**src/sv/crd_pkg.sv**
```systemverilog
// ----------------------------------------------------------------------------
// crd_pkg: shared types and microcode for the cubic resample decimator
// Widths, datapath select codes, control word layout and the program ROM.
// ----------------------------------------------------------------------------
package crd_pkg;

  localparam int SAMPLE_W = 16;
  localparam int PERIOD_W = 7;
  localparam int HIST_N   = 4;
  localparam int X_W      = 16;
  localparam int CNT_W    = $clog2(X_W);
  localparam int W_W      = X_W + 4;
  localparam int MB_W     = SAMPLE_W + 1;
  localparam int PROD_W   = W_W + MB_W;
  localparam int ACC_W    = PROD_W + $clog2(HIST_N);
  localparam int STEP_W   = 4;

  typedef logic signed [SAMPLE_W-1:0] sample_t;
  typedef logic [PERIOD_W-1:0]        period_t;
  typedef logic [STEP_W-1:0]          step_t;

  // Program step addresses
  localparam step_t STEP_DIV    = step_t'(0);
  localparam step_t STEP_MUL_XX = step_t'(1);
  localparam step_t STEP_RND_X2 = step_t'(2);
  localparam step_t STEP_MUL_X3 = step_t'(3);
  localparam step_t STEP_RND_X3 = step_t'(4);
  localparam step_t STEP_WGT    = step_t'(5);
  localparam step_t STEP_MAC0   = step_t'(6);
  localparam step_t STEP_MAC1   = step_t'(7);
  localparam step_t STEP_MAC2   = step_t'(8);
  localparam step_t STEP_MAC3   = step_t'(9);
  localparam step_t STEP_ACC    = step_t'(10);
  localparam step_t STEP_FIN    = step_t'(11);

  typedef enum logic [2:0] {
    MS_NONE,
    MS_XX,
    MS_X2X,
    MS_WH0,
    MS_WH1,
    MS_WH2,
    MS_WH3
  } mul_sel_e;

  typedef enum logic [1:0] {
    RD_NONE,
    RD_X2,
    RD_X3
  } rnd_dst_e;

  typedef enum logic [1:0] {
    AO_HOLD,
    AO_CLEAR,
    AO_ADD
  } acc_op_e;

  typedef struct packed {
    logic     div_step;
    mul_sel_e mul_sel;
    logic     prod_en;
    rnd_dst_e rnd_dst;
    logic     w_en;
    acc_op_e  acc_op;
    logic     loop;
    logic     fin;
  } uword_t;

  // Program ROM: one control word per step
  function automatic uword_t urom(input step_t step);
    uword_t w;
    w = '0;
    case (step)
      STEP_DIV: begin
        w.div_step = 1'b1;
        w.loop     = 1'b1;
      end
      STEP_MUL_XX: begin
        w.mul_sel = MS_XX;
        w.prod_en = 1'b1;
      end
      STEP_RND_X2: w.rnd_dst = RD_X2;
      STEP_MUL_X3: begin
        w.mul_sel = MS_X2X;
        w.prod_en = 1'b1;
      end
      STEP_RND_X3: w.rnd_dst = RD_X3;
      STEP_WGT:    w.w_en = 1'b1;
      STEP_MAC0: begin
        w.mul_sel = MS_WH0;
        w.prod_en = 1'b1;
        w.acc_op  = AO_CLEAR;
      end
      STEP_MAC1: begin
        w.mul_sel = MS_WH1;
        w.prod_en = 1'b1;
        w.acc_op  = AO_ADD;
      end
      STEP_MAC2: begin
        w.mul_sel = MS_WH2;
        w.prod_en = 1'b1;
        w.acc_op  = AO_ADD;
      end
      STEP_MAC3: begin
        w.mul_sel = MS_WH3;
        w.prod_en = 1'b1;
        w.acc_op  = AO_ADD;
      end
      STEP_ACC:    w.acc_op = AO_ADD;
      default:     w.fin = 1'b1;
    endcase
    return w;
  endfunction

endpackage

```
**src/sv/crd_in_if.sv**
```systemverilog
// ----------------------------------------------------------------------------
// crd_in_if: input sample channel
// Valid/ready request channel carrying one signed audio sample.
// ----------------------------------------------------------------------------
interface crd_in_if;
  import crd_pkg::*;

  logic    valid;
  logic    ready;
  sample_t sample_in;

  modport source (output valid, output sample_in, input ready);
  modport sink   (input valid, input sample_in, output ready);
endinterface

```
**src/sv/crd_out_if.sv**
```systemverilog
// ----------------------------------------------------------------------------
// crd_out_if: output sample channel
// Valid/ready request channel carrying one interpolated sample.
// ----------------------------------------------------------------------------
interface crd_out_if;
  import crd_pkg::*;

  logic    valid;
  logic    ready;
  sample_t sample_out;

  modport source (output valid, output sample_out, input ready);
  modport sink   (input valid, input sample_out, output ready);
endinterface

```
**src/sv/cubic_resample_decimator_core.sv**
```systemverilog
// ----------------------------------------------------------------------------
// cubic_resample_decimator_core: Catmull-Rom cubic resampling decimator
// Microcoded sequencer around a shared divide/multiply datapath.
// ----------------------------------------------------------------------------
// Each accepted request carries one signed 16-bit sample and yields exactly
// one signed 16-bit result. With hold_period at zero the sample passes through
// unchanged and the phase and history are left alone. Otherwise every sample
// advances a phase counter; when it reaches the period the sample shifts into
// a four-deep history and the phase returns to zero. The result is the
// Catmull-Rom cubic between the two middle history samples at
// x = phase / period, rounded half up and saturated. An interpolating sample
// occupies the block while it takes the request, runs the restoring divider
// that forms x (one quotient bit per cycle), steps through
// the shared multiplier for x^2, x^3, the weights and the four products, and
// then rounds, saturates and loads the output register. A pass-through sample
// goes straight to that final step. A finished result waits in the output register, so the
// next request is taken while it is still pending; only the final step holds
// when the previous result has not yet been taken. Write hold_period only
// while the block is idle.
// ----------------------------------------------------------------------------
module cubic_resample_decimator_core (
  input  logic             clk_i,
  input  logic             rst_ni,
  input  logic             cfg_we_i,
  input  crd_pkg::period_t cfg_wdata_i,
  crd_in_if.sink           in_i,
  crd_out_if.source        out_o
);
  import crd_pkg::*;

  period_t hold_period_q;
  period_t phase_q, phase_d;
  sample_t hist_q [HIST_N];
  sample_t hist_d [HIST_N];
  sample_t sample_q;
  sample_t out_q;
  sample_t result;

  logic    busy_q, busy_d;
  logic    bypass_q, bypass_d;
  logic    out_valid_q, out_valid_d;
  step_t   pc_q, pc_d;

  logic    in_acc;
  logic    out_load;
  logic    bypass_in;
  logic    div_last;
  period_t phase_inc;
  uword_t  uw;
  uword_t  dp_uw;

  assign in_i.ready       = !busy_q;
  assign in_acc           = in_i.valid && in_i.ready;
  assign out_o.valid      = out_valid_q;
  assign out_o.sample_out = out_q;

  assign bypass_in = hold_period_q == '0;

  // Fetch the control word; drive no-ops into the datapath while idle
  assign uw    = urom(pc_q);
  assign dp_uw = busy_q ? uw : '0;

  // Advance phase on an accepted interpolating sample; shift history when it wraps
  assign phase_inc = phase_q + PERIOD_W'(1);

  always_comb begin
    phase_d = phase_q;
    hist_d  = hist_q;
    if (in_acc && !bypass_in) begin
      if (phase_inc >= hold_period_q) begin
        phase_d = '0;
        for (int k = 0; k < HIST_N - 1; k++) begin
          hist_d[k] = hist_q[k+1];
        end
        hist_d[HIST_N-1] = in_i.sample_in;
      end else begin
        phase_d = phase_inc;
      end
    end
  end

  // Sequencer: step counter, loop on the divide step, hold at the final step
  always_comb begin
    busy_d      = busy_q;
    bypass_d    = bypass_q;
    pc_d        = pc_q;
    out_valid_d = out_valid_q;
    out_load    = 1'b0;
    if (out_valid_q && out_o.ready) begin
      out_valid_d = 1'b0;
    end
    if (in_acc) begin
      busy_d   = 1'b1;
      bypass_d = bypass_in;
      pc_d     = bypass_in ? STEP_FIN : STEP_DIV;
    end else if (busy_q) begin
      if (uw.fin) begin
        if (!out_valid_q || out_o.ready) begin
          out_load    = 1'b1;
          out_valid_d = 1'b1;
          busy_d      = 1'b0;
        end
      end else if (!(uw.loop && !div_last)) begin
        pc_d = pc_q + STEP_W'(1);
      end
    end
  end

  crd_datapath u_datapath (
    .clk_i      (clk_i),
    .rst_ni     (rst_ni),
    .start_i    (in_acc),
    .ph_start_i (phase_d),
    .period_i   (hold_period_q),
    .hist_i     (hist_q),
    .uw_i       (dp_uw),
    .div_last_o (div_last),
    .result_o   (result)
  );

  always_ff @(posedge clk_i or negedge rst_ni) begin
    if (!rst_ni) begin
      hold_period_q <= '0;
      phase_q       <= '0;
      hist_q        <= '{default: '0};
      busy_q        <= 1'b0;
      bypass_q      <= 1'b0;
      pc_q          <= STEP_DIV;
      out_valid_q   <= 1'b0;
    end else begin
      if (cfg_we_i) begin
        hold_period_q <= cfg_wdata_i;
      end
      phase_q     <= phase_d;
      hist_q      <= hist_d;
      busy_q      <= busy_d;
      bypass_q    <= bypass_d;
      pc_q        <= pc_d;
      out_valid_q <= out_valid_d;
    end
  end

  // Payload registers: the captured sample and the output slot
  always_ff @(posedge clk_i) begin
    if (in_acc) begin
      sample_q <= in_i.sample_in;
    end
    if (out_load) begin
      out_q <= bypass_q ? sample_q : result;
    end
  end

  // Finishing an item always leaves a result in the output slot
  a_fin_loads_out: assert property (
    @(posedge clk_i) disable iff (!rst_ni)
    $fell(busy_q) |-> out_valid_q
  ) else $error("sequencer went idle without loading a result");

  // A pass-through sample never runs the arithmetic program
  a_bypass_at_fin: assert property (
    @(posedge clk_i) disable iff (!rst_ni)
    busy_q && bypass_q |-> pc_q == STEP_FIN
  ) else $error("pass-through sample entered the arithmetic program");

  // The multiply steps start only after all quotient bits are formed
  a_div_complete: assert property (
    @(posedge clk_i) disable iff (!rst_ni)
    busy_q && pc_q == STEP_MUL_XX |-> $past(div_last)
  ) else $error("left the divide step before the last quotient bit");

endmodule

```
**src/sv/crd_datapath.sv**
```systemverilog
// ----------------------------------------------------------------------------
// crd_datapath: divide, weight and multiply-accumulate datapath
// Restoring divider, one shared multiplier and an accumulator, all driven
// by the current control word.
// ----------------------------------------------------------------------------
module crd_datapath (
  input  logic             clk_i,
  input  logic             rst_ni,
  input  logic             start_i,
  input  crd_pkg::period_t ph_start_i,
  input  crd_pkg::period_t period_i,
  input  crd_pkg::sample_t hist_i [crd_pkg::HIST_N],
  input  crd_pkg::uword_t  uw_i,
  output logic             div_last_o,
  output crd_pkg::sample_t result_o
);
  import crd_pkg::*;

  localparam logic signed [W_W-1:0]   W_ONE    = W_W'(2 ** (X_W + 1));
  localparam logic [2*X_W:0]          RND_HALF = (2*X_W+1)'(2 ** (X_W - 1));
  localparam logic signed [ACC_W-1:0] ACC_HALF = ACC_W'(2 ** X_W);
  localparam logic signed [ACC_W-1:0] SAT_HI   = ACC_W'(2 ** (SAMPLE_W - 1) - 1);
  localparam logic signed [ACC_W-1:0] SAT_LO   = ACC_W'(-(2 ** (SAMPLE_W - 1)));

  logic [PERIOD_W:0]         rem_q;
  logic [CNT_W-1:0]          cnt_q;
  logic [X_W-1:0]            x_q, x2_q, x3_q;
  logic signed [W_W-1:0]     w_q [HIST_N];
  logic signed [PROD_W-1:0]  prod_q;
  logic signed [ACC_W-1:0]   acc_q;

  logic [PERIOD_W:0]         rem_sh;
  logic                      qbit;
  logic signed [W_W-1:0]     ex, ex2, ex3;
  logic signed [W_W-1:0]     w_d [HIST_N];
  logic signed [W_W-1:0]     ma;
  logic signed [MB_W-1:0]    mb;
  logic signed [PROD_W-1:0]  prod_d;
  logic [2*X_W:0]            rnd_sum;
  logic signed [ACC_W-1:0]   acc_rnd, acc_sh;

  // Divider: one quotient bit per step of phase * 2^16 / period
  assign rem_sh     = {rem_q[PERIOD_W-1:0], 1'b0};
  assign qbit       = rem_sh >= {1'b0, period_i};
  assign div_last_o = cnt_q == CNT_W'(X_W - 1);

  // Doubled Catmull-Rom weights in units of 2^-16
  assign ex  = $signed({{(W_W-X_W){1'b0}}, x_q});
  assign ex2 = $signed({{(W_W-X_W){1'b0}}, x2_q});
  assign ex3 = $signed({{(W_W-X_W){1'b0}}, x3_q});

  always_comb begin
    w_d[0] = (ex2 <<< 1) - ex3 - ex;
    w_d[1] = (ex3 <<< 1) + ex3 - (ex2 <<< 2) - ex2 + W_ONE;
    w_d[2] = (ex2 <<< 2) + ex - (ex3 <<< 1) - ex3;
    w_d[3] = ex3 - ex2;
  end

  // Shared multiplier operand select
  always_comb begin
    case (uw_i.mul_sel)
      MS_XX: begin
        ma = ex;
        mb = $signed({1'b0, x_q});
      end
      MS_X2X: begin
        ma = ex2;
        mb = $signed({1'b0, x_q});
      end
      MS_WH0: begin
        ma = w_q[0];
        mb = MB_W'(hist_i[0]);
      end
      MS_WH1: begin
        ma = w_q[1];
        mb = MB_W'(hist_i[1]);
      end
      MS_WH2: begin
        ma = w_q[2];
        mb = MB_W'(hist_i[2]);
      end
      MS_WH3: begin
        ma = w_q[3];
        mb = MB_W'(hist_i[3]);
      end
      default: begin
        ma = '0;
        mb = '0;
      end
    endcase
  end

  assign prod_d  = ma * mb;
  assign rnd_sum = {1'b0, prod_q[2*X_W-1:0]} + RND_HALF;

  // Round half up, then saturate
  assign acc_rnd = acc_q + ACC_HALF;
  assign acc_sh  = acc_rnd >>> (X_W + 1);

  always_comb begin
    if (acc_sh > SAT_HI) begin
      result_o = SAT_HI[SAMPLE_W-1:0];
    end else if (acc_sh < SAT_LO) begin
      result_o = SAT_LO[SAMPLE_W-1:0];
    end else begin
      result_o = acc_sh[SAMPLE_W-1:0];
    end
  end

  always_ff @(posedge clk_i or negedge rst_ni) begin
    if (!rst_ni) begin
      cnt_q <= '0;
    end else if (start_i) begin
      cnt_q <= '0;
    end else if (uw_i.div_step) begin
      cnt_q <= cnt_q + CNT_W'(1);
    end
  end

  always_ff @(posedge clk_i) begin
    if (start_i) begin
      rem_q <= {1'b0, ph_start_i};
    end else if (uw_i.div_step) begin
      rem_q <= qbit ? rem_sh - {1'b0, period_i} : rem_sh;
      x_q   <= {x_q[X_W-2:0], qbit};
    end
    if (uw_i.prod_en) begin
      prod_q <= prod_d;
    end
    case (uw_i.rnd_dst)
      RD_X2:   x2_q <= rnd_sum[2*X_W-1:X_W];
      RD_X3:   x3_q <= rnd_sum[2*X_W-1:X_W];
      default: ;
    endcase
    if (uw_i.w_en) begin
      w_q <= w_d;
    end
    case (uw_i.acc_op)
      AO_CLEAR: acc_q <= '0;
      AO_ADD:   acc_q <= acc_q + ACC_W'(prod_q);
      default:  ;
    endcase
  end

endmodule
```
**src/flat_wrapper.sv**
```systemverilog
// flat-port wrapper written by rule: the top's interface ports become plain ports
module cubic_resample_decimator_core_flat import crd_pkg::*;
  (clk_i, rst_ni, cfg_we_i, cfg_wdata_i, in_i_valid, in_i_sample_in, in_i_ready, out_o_valid, out_o_sample_out, out_o_ready);
  crd_in_if in_i_i ();
  crd_out_if out_o_i ();
  input  logic clk_i;
  input  logic rst_ni;
  input  logic cfg_we_i;
  input  crd_pkg::period_t cfg_wdata_i;
  input wire logic [$bits(in_i_i.valid)-1:0] in_i_valid;
  input wire logic [$bits(in_i_i.sample_in)-1:0] in_i_sample_in;
  output wire logic [$bits(in_i_i.ready)-1:0] in_i_ready;
  output wire logic [$bits(out_o_i.valid)-1:0] out_o_valid;
  output wire logic [$bits(out_o_i.sample_out)-1:0] out_o_sample_out;
  input wire logic [$bits(out_o_i.ready)-1:0] out_o_ready;
  assign in_i_i.valid = in_i_valid;
  assign in_i_i.sample_in = in_i_sample_in;
  assign in_i_ready = in_i_i.ready;
  assign out_o_valid = out_o_i.valid;
  assign out_o_sample_out = out_o_i.sample_out;
  assign out_o_i.ready = out_o_ready;
  cubic_resample_decimator_core u_core (.clk_i(clk_i), .rst_ni(rst_ni), .cfg_we_i(cfg_we_i), .cfg_wdata_i(cfg_wdata_i), .in_i(in_i_i), .out_o(out_o_i));
endmodule
```
**config.mk**
```make
export PLATFORM = sky130hd
export DESIGN_NAME = cubic_resample_decimator_core_flat
export DESIGN_NICKNAME = d
export VERILOG_FILES = /design/src/sv/crd_pkg.sv /design/src/sv/crd_in_if.sv /design/src/sv/crd_out_if.sv /design/src/sv/cubic_resample_decimator_core.sv /design/src/sv/crd_datapath.sv /design/src/flat_wrapper.sv
export SDC_FILE = /design/constraint.sdc
export NUM_CORES = 2
export LEC_CHECK = 0
export BUFFER_PORTS_ARGS = -buffer_cell sky130_fd_sc_hd__clkbuf_2
export CORE_MARGIN = 8
export CORE_UTILIZATION = 65
export CTS_BUF_LIST = sky130_fd_sc_hd__clkbuf_8
export CTS_CLUSTER_DIAMETER = 100
export DETAILED_ROUTE_END_ITERATION = 6
export PLACE_DENSITY = 0.87
export SLEW_MARGIN = 25
export SYNTH_ARGS = -nofsm -noshare
export SYNTH_HDL_FRONTEND = slang
export SYNTH_HIERARCHICAL = 1
export SYNTH_SLANG_ARGS = --single-unit
```
**constraint.sdc**
```tcl
create_clock -name clk_i -period 10.4 [get_ports clk_i]
set_input_delay 1.04 -clock clk_i [delete_from_list [all_inputs] [get_ports clk_i]]
set_output_delay 1.04 -clock clk_i [all_outputs]
set_load 0.005 [all_outputs]
```
==> impl_metrics.csv <==
group,metric,value,unit
routing,avgRoutedWirePerCell,20.1,um
cts,cts_tree,"built",
routing,num_vias,25200,
finish,final_layout_size_suffix_gt1_share,7.39,%
worst_setup_path,critPathMaxFanout,17,
grt,grt_use_total,28.2,%
power_and_ir_drop,ir_drop,0.000153,V
floorplan,start_util,65.6,%
worst_setup_path,cp_num_buf_inv,5,
floorplan,die-area,59300,um^2
worst_setup_path,slowest_stage,"fa_1",
worst_setup_path,path_class,"reg2reg",
finish,layout.area.seq,9370,um^2
routing,dr.first_iter.drc_count,2376,
worst_setup_path,arrival,10.33,ns
worst_setup_path,cp_data_required_time,10.78,ns
grt,met3_usage,6.99,%
floorplan,ios,46,
grt,grt.overflow.total,0,
worst_setup_path,reg2reg_depth,31,
flow_run,maxCapViolCount,0,
cts,cts_root_buffer,"clkbuf_8",
place,dp_hpwl,64100,um
grt,use_met1,35.1,%
finish,final_cells,4149,
grt,antenna_found_initial,2,
worst_setup_path,r2r-end,"u_core/u_datapath/prod_q[35]",
synth,synth-async-reset-ratio,27.2,%
grt,grt_pass1_vias,26100,
cts,clock_latency,0.66,ns
sta,final.setup_skew,0.0467,ns
worst_setup_path,cp-start-kind,"flop",
synth,synth-main-ff-cell,"edfxtp_1",
cts,htreeDepth,2,
synth,avgSynthCellArea,9.96,um^2
cts,cts_buffers,56,
sta,post-route-period-util,95.7,%
grt,grt_use_met2,45.4,%
worst_hold_path,hold_path_class,"in2async",
routing,first_pass_iters,7,
worst_setup_path,critPathMaxStageDelay,0.57,ns
routing,wl,83300,um
synth,seq_area_frac_synth,27.9,%
finish,area_growth,6.60,%
place,gp_congestion,0.984,
sta,worstMarginPinSlew,0.986,ns
finish,multi_input_area,21900,um^2
routing,ant_nets,0,
sta,period_needed,9.95,ns
routing,drc,2,
outcome,violations,"DRC",
power_and_ir_drop,p_per_area,239,nW/um^2
worst_setup_path,critical_path.most_common_cell,"fa_1",
synth,synth_warnings,6,
routing,routed_via_density,6.07,
sta,slew-limit-headroom,34.0,%
worst_setup_path,critical_path.top_delay_family,"adder cells",
synth,ys_seq_elements,327,
cts,cts.sink_count,327,
power_and_ir_drop,p_leak,17.1,nW
outcome,status,"finished, violations left",
cts,post-cts-setup-buffers,0,
grt,grt_max_degree,76,
synth,synth_edf_count,238,
floorplan,fp-row-count,83,
floorplan,fp.coreArea,51300,um^2
sta,drv_slew,0,
synth,ys_types,77,
sta,final_hold_viol_count,0,
place,dpl.cell_count,4039,
grt,grt_pass1_wl,135000,um
sta,setup_viol,0,
floorplan,die_h,244,um
cts,ctsLongestPathBuffers,3,
finish,fill_cells,3592,
worst_setup_path,regToRegStartpoint,"u_core/pc_q[0]",
sta,max_freq,0.100,GHz
worst_setup_path,end_kind,"flop",
synth,syn-cell-area,33600,um^2
synth,netlist_instances,3380,
floorplan,die_x,244,um
finish,fin_nets,4123,
cts,cts.clk_slew.worst_paths,0.06,ns
place,portBuffers,45,
finish,utilization,69.9,%
worst_setup_path,r2r_slack,0.45,ns
worst_setup_path,worst-path-stages,31,
synth,synth_fp_nets,4084,
grt,busiest_layer,"met2",
## synthesized netlist by cell type (all sizes together) (16+ instances only)
cell type	n	area [um^2]
inv	548	2060
fa	395	7910
nor2	359	1350
ha	281	3520
nand2	249	935
edfxtp	238	7150
a21oi	118	591
xnor2	115	1010
o21ai	100	504
clkbuf	90	338
mux2	90	1010
dfrtp	89	2230
a22oi	75	563
nand3	70	350
a21o	64	480
xor2	51	447
and3	49	307
nor3	38	190
nand2b	34	215
nor2b	32	200
o21a	31	233
or2	27	169
a211oi	19	143
nand4	17	106
a31oi	16	100
mux2i	16	160
## power by group
group	internal [W]	switching [W]	leakage (nW)
combinational	0.00188	0.00304	13.0
clock	0.000657	0.000567	0.667
sequential	0.00201	0.000399	3.39
## how the worst max path moves through the flow
stage                        start                           end  slack [ns]
floorplan           u_core/pc_q[0]  u_core/u_datapath/prod_q[36]        1.68
global placement    u_core/pc_q[0]  u_core/u_datapath/prod_q[35]        0.85
detailed placement  u_core/pc_q[0]  u_core/u_datapath/prod_q[35]        0.59
CTS                 u_core/pc_q[0]  u_core/u_datapath/prod_q[35]        0.51
global route        u_core/pc_q[0]  u_core/u_datapath/prod_q[35]      -0.006
finish              u_core/pc_q[0]  u_core/u_datapath/prod_q[35]        0.45
## area by class of cell
| class | count | area share [%] |
|---|---|---|
| timing repair buffer | 82 | 1.52 |
| multi-input combinational | 2403 | 60.9 |
| antenna | 3 | 0.0209 |
| inverter | 549 | 5.75 |
| clock buffer | 66 | 2.53 |
| tap | 680 | 2.37 |
| clock inverter | 39 | 0.740 |
| sequential | 327 | 26.1 |
## flip-flops by register name, summed over array words and instances, names as in the netlist, 37 cells and up
| register | cells |
|---|---|
| u_core/u_datapath/prod_q | 37 |
| u_core/u_datapath/acc_q | 39 |
| u_core/u_datapath/w_q | 75 |
| u_core/hist_q | 64 |
## logic make-up after synthesis
kind of cell	count (synthesis)	synth area share [%]
adders and majority gates	676	33.9
muxes	106	3.49
DFF	327	27.9
buffers and inverters	650	7.41
xor gates and xnor gates	166	4.32
AOI/OAI and AO/OA	525	10.4
and+or+nand+nor	930	12.5
## cells in the final DEF (no fill, tap or decap), drive strengths merged, types with 13 or more instances in the layout
| cell type | n |
|---|---|
| nand2b | 34 |
| a22oi | 75 |
| nor3 | 38 |
| nand4 | 17 |
| mux2i | 16 |
| a211oi | 19 |
| and3 | 49 |
| a21o | 64 |
| inv | 567 |
| xnor2 | 115 |
| ha | 281 |
| nor2b | 32 |
| mux2 | 90 |
| nand3 | 70 |
| a21boi | 13 |
| fa | 395 |
| buf | 38 |
| nor2 | 359 |
| or2 | 27 |
| and2 | 14 |
| clkbuf | 110 |
| a31oi | 16 |
| edfxtp | 238 |
| a21oi | 118 |
| nand2 | 249 |
| dfrtp | 89 |
| xor2 | 51 |
| clkinv | 15 |
| or3 | 13 |
| o21ai | 100 |
| o21a | 31 |
## through the flow
stage / total power (W) / TNS, ns / setup WS (ns) / hold WS (ns) / instance area, um^2
after floorplan: 0.00582 / 0 / 1.68 / 0.465 / 33600
after global routing: 0.00916 / -0.00556 / -0.00556 / 0.232 / 35900
after detailed placement: 0.00717 / 0 / 0.590 / 0.489 / 34600
after CTS: 0.00846 / 0 / 0.511 / 0.208 / 35800
after global placement: 0.00698 / 0 / 0.849 / 0.475 / 34600
final: 0.00856 / 0 / 0.446 / 0.248 / 35900
## routing by layer
metal | vias to the layer above | wire length [um]
li1 | 11300 | -
met1 | 12200 | 31400
met2 | 1317 | 38800
met3 | 345 | 8120
met4 | 2 | 5040
met5 | - | 12
## timing repair
action / in CTS / in global routing
endpoints found under the hold margin: 0 / 0
hold buffers: 0 / 0
setup endpoints to repair: 0 / 3
resized for setup: 0 / 6
(Power assumes the default switching activity.)
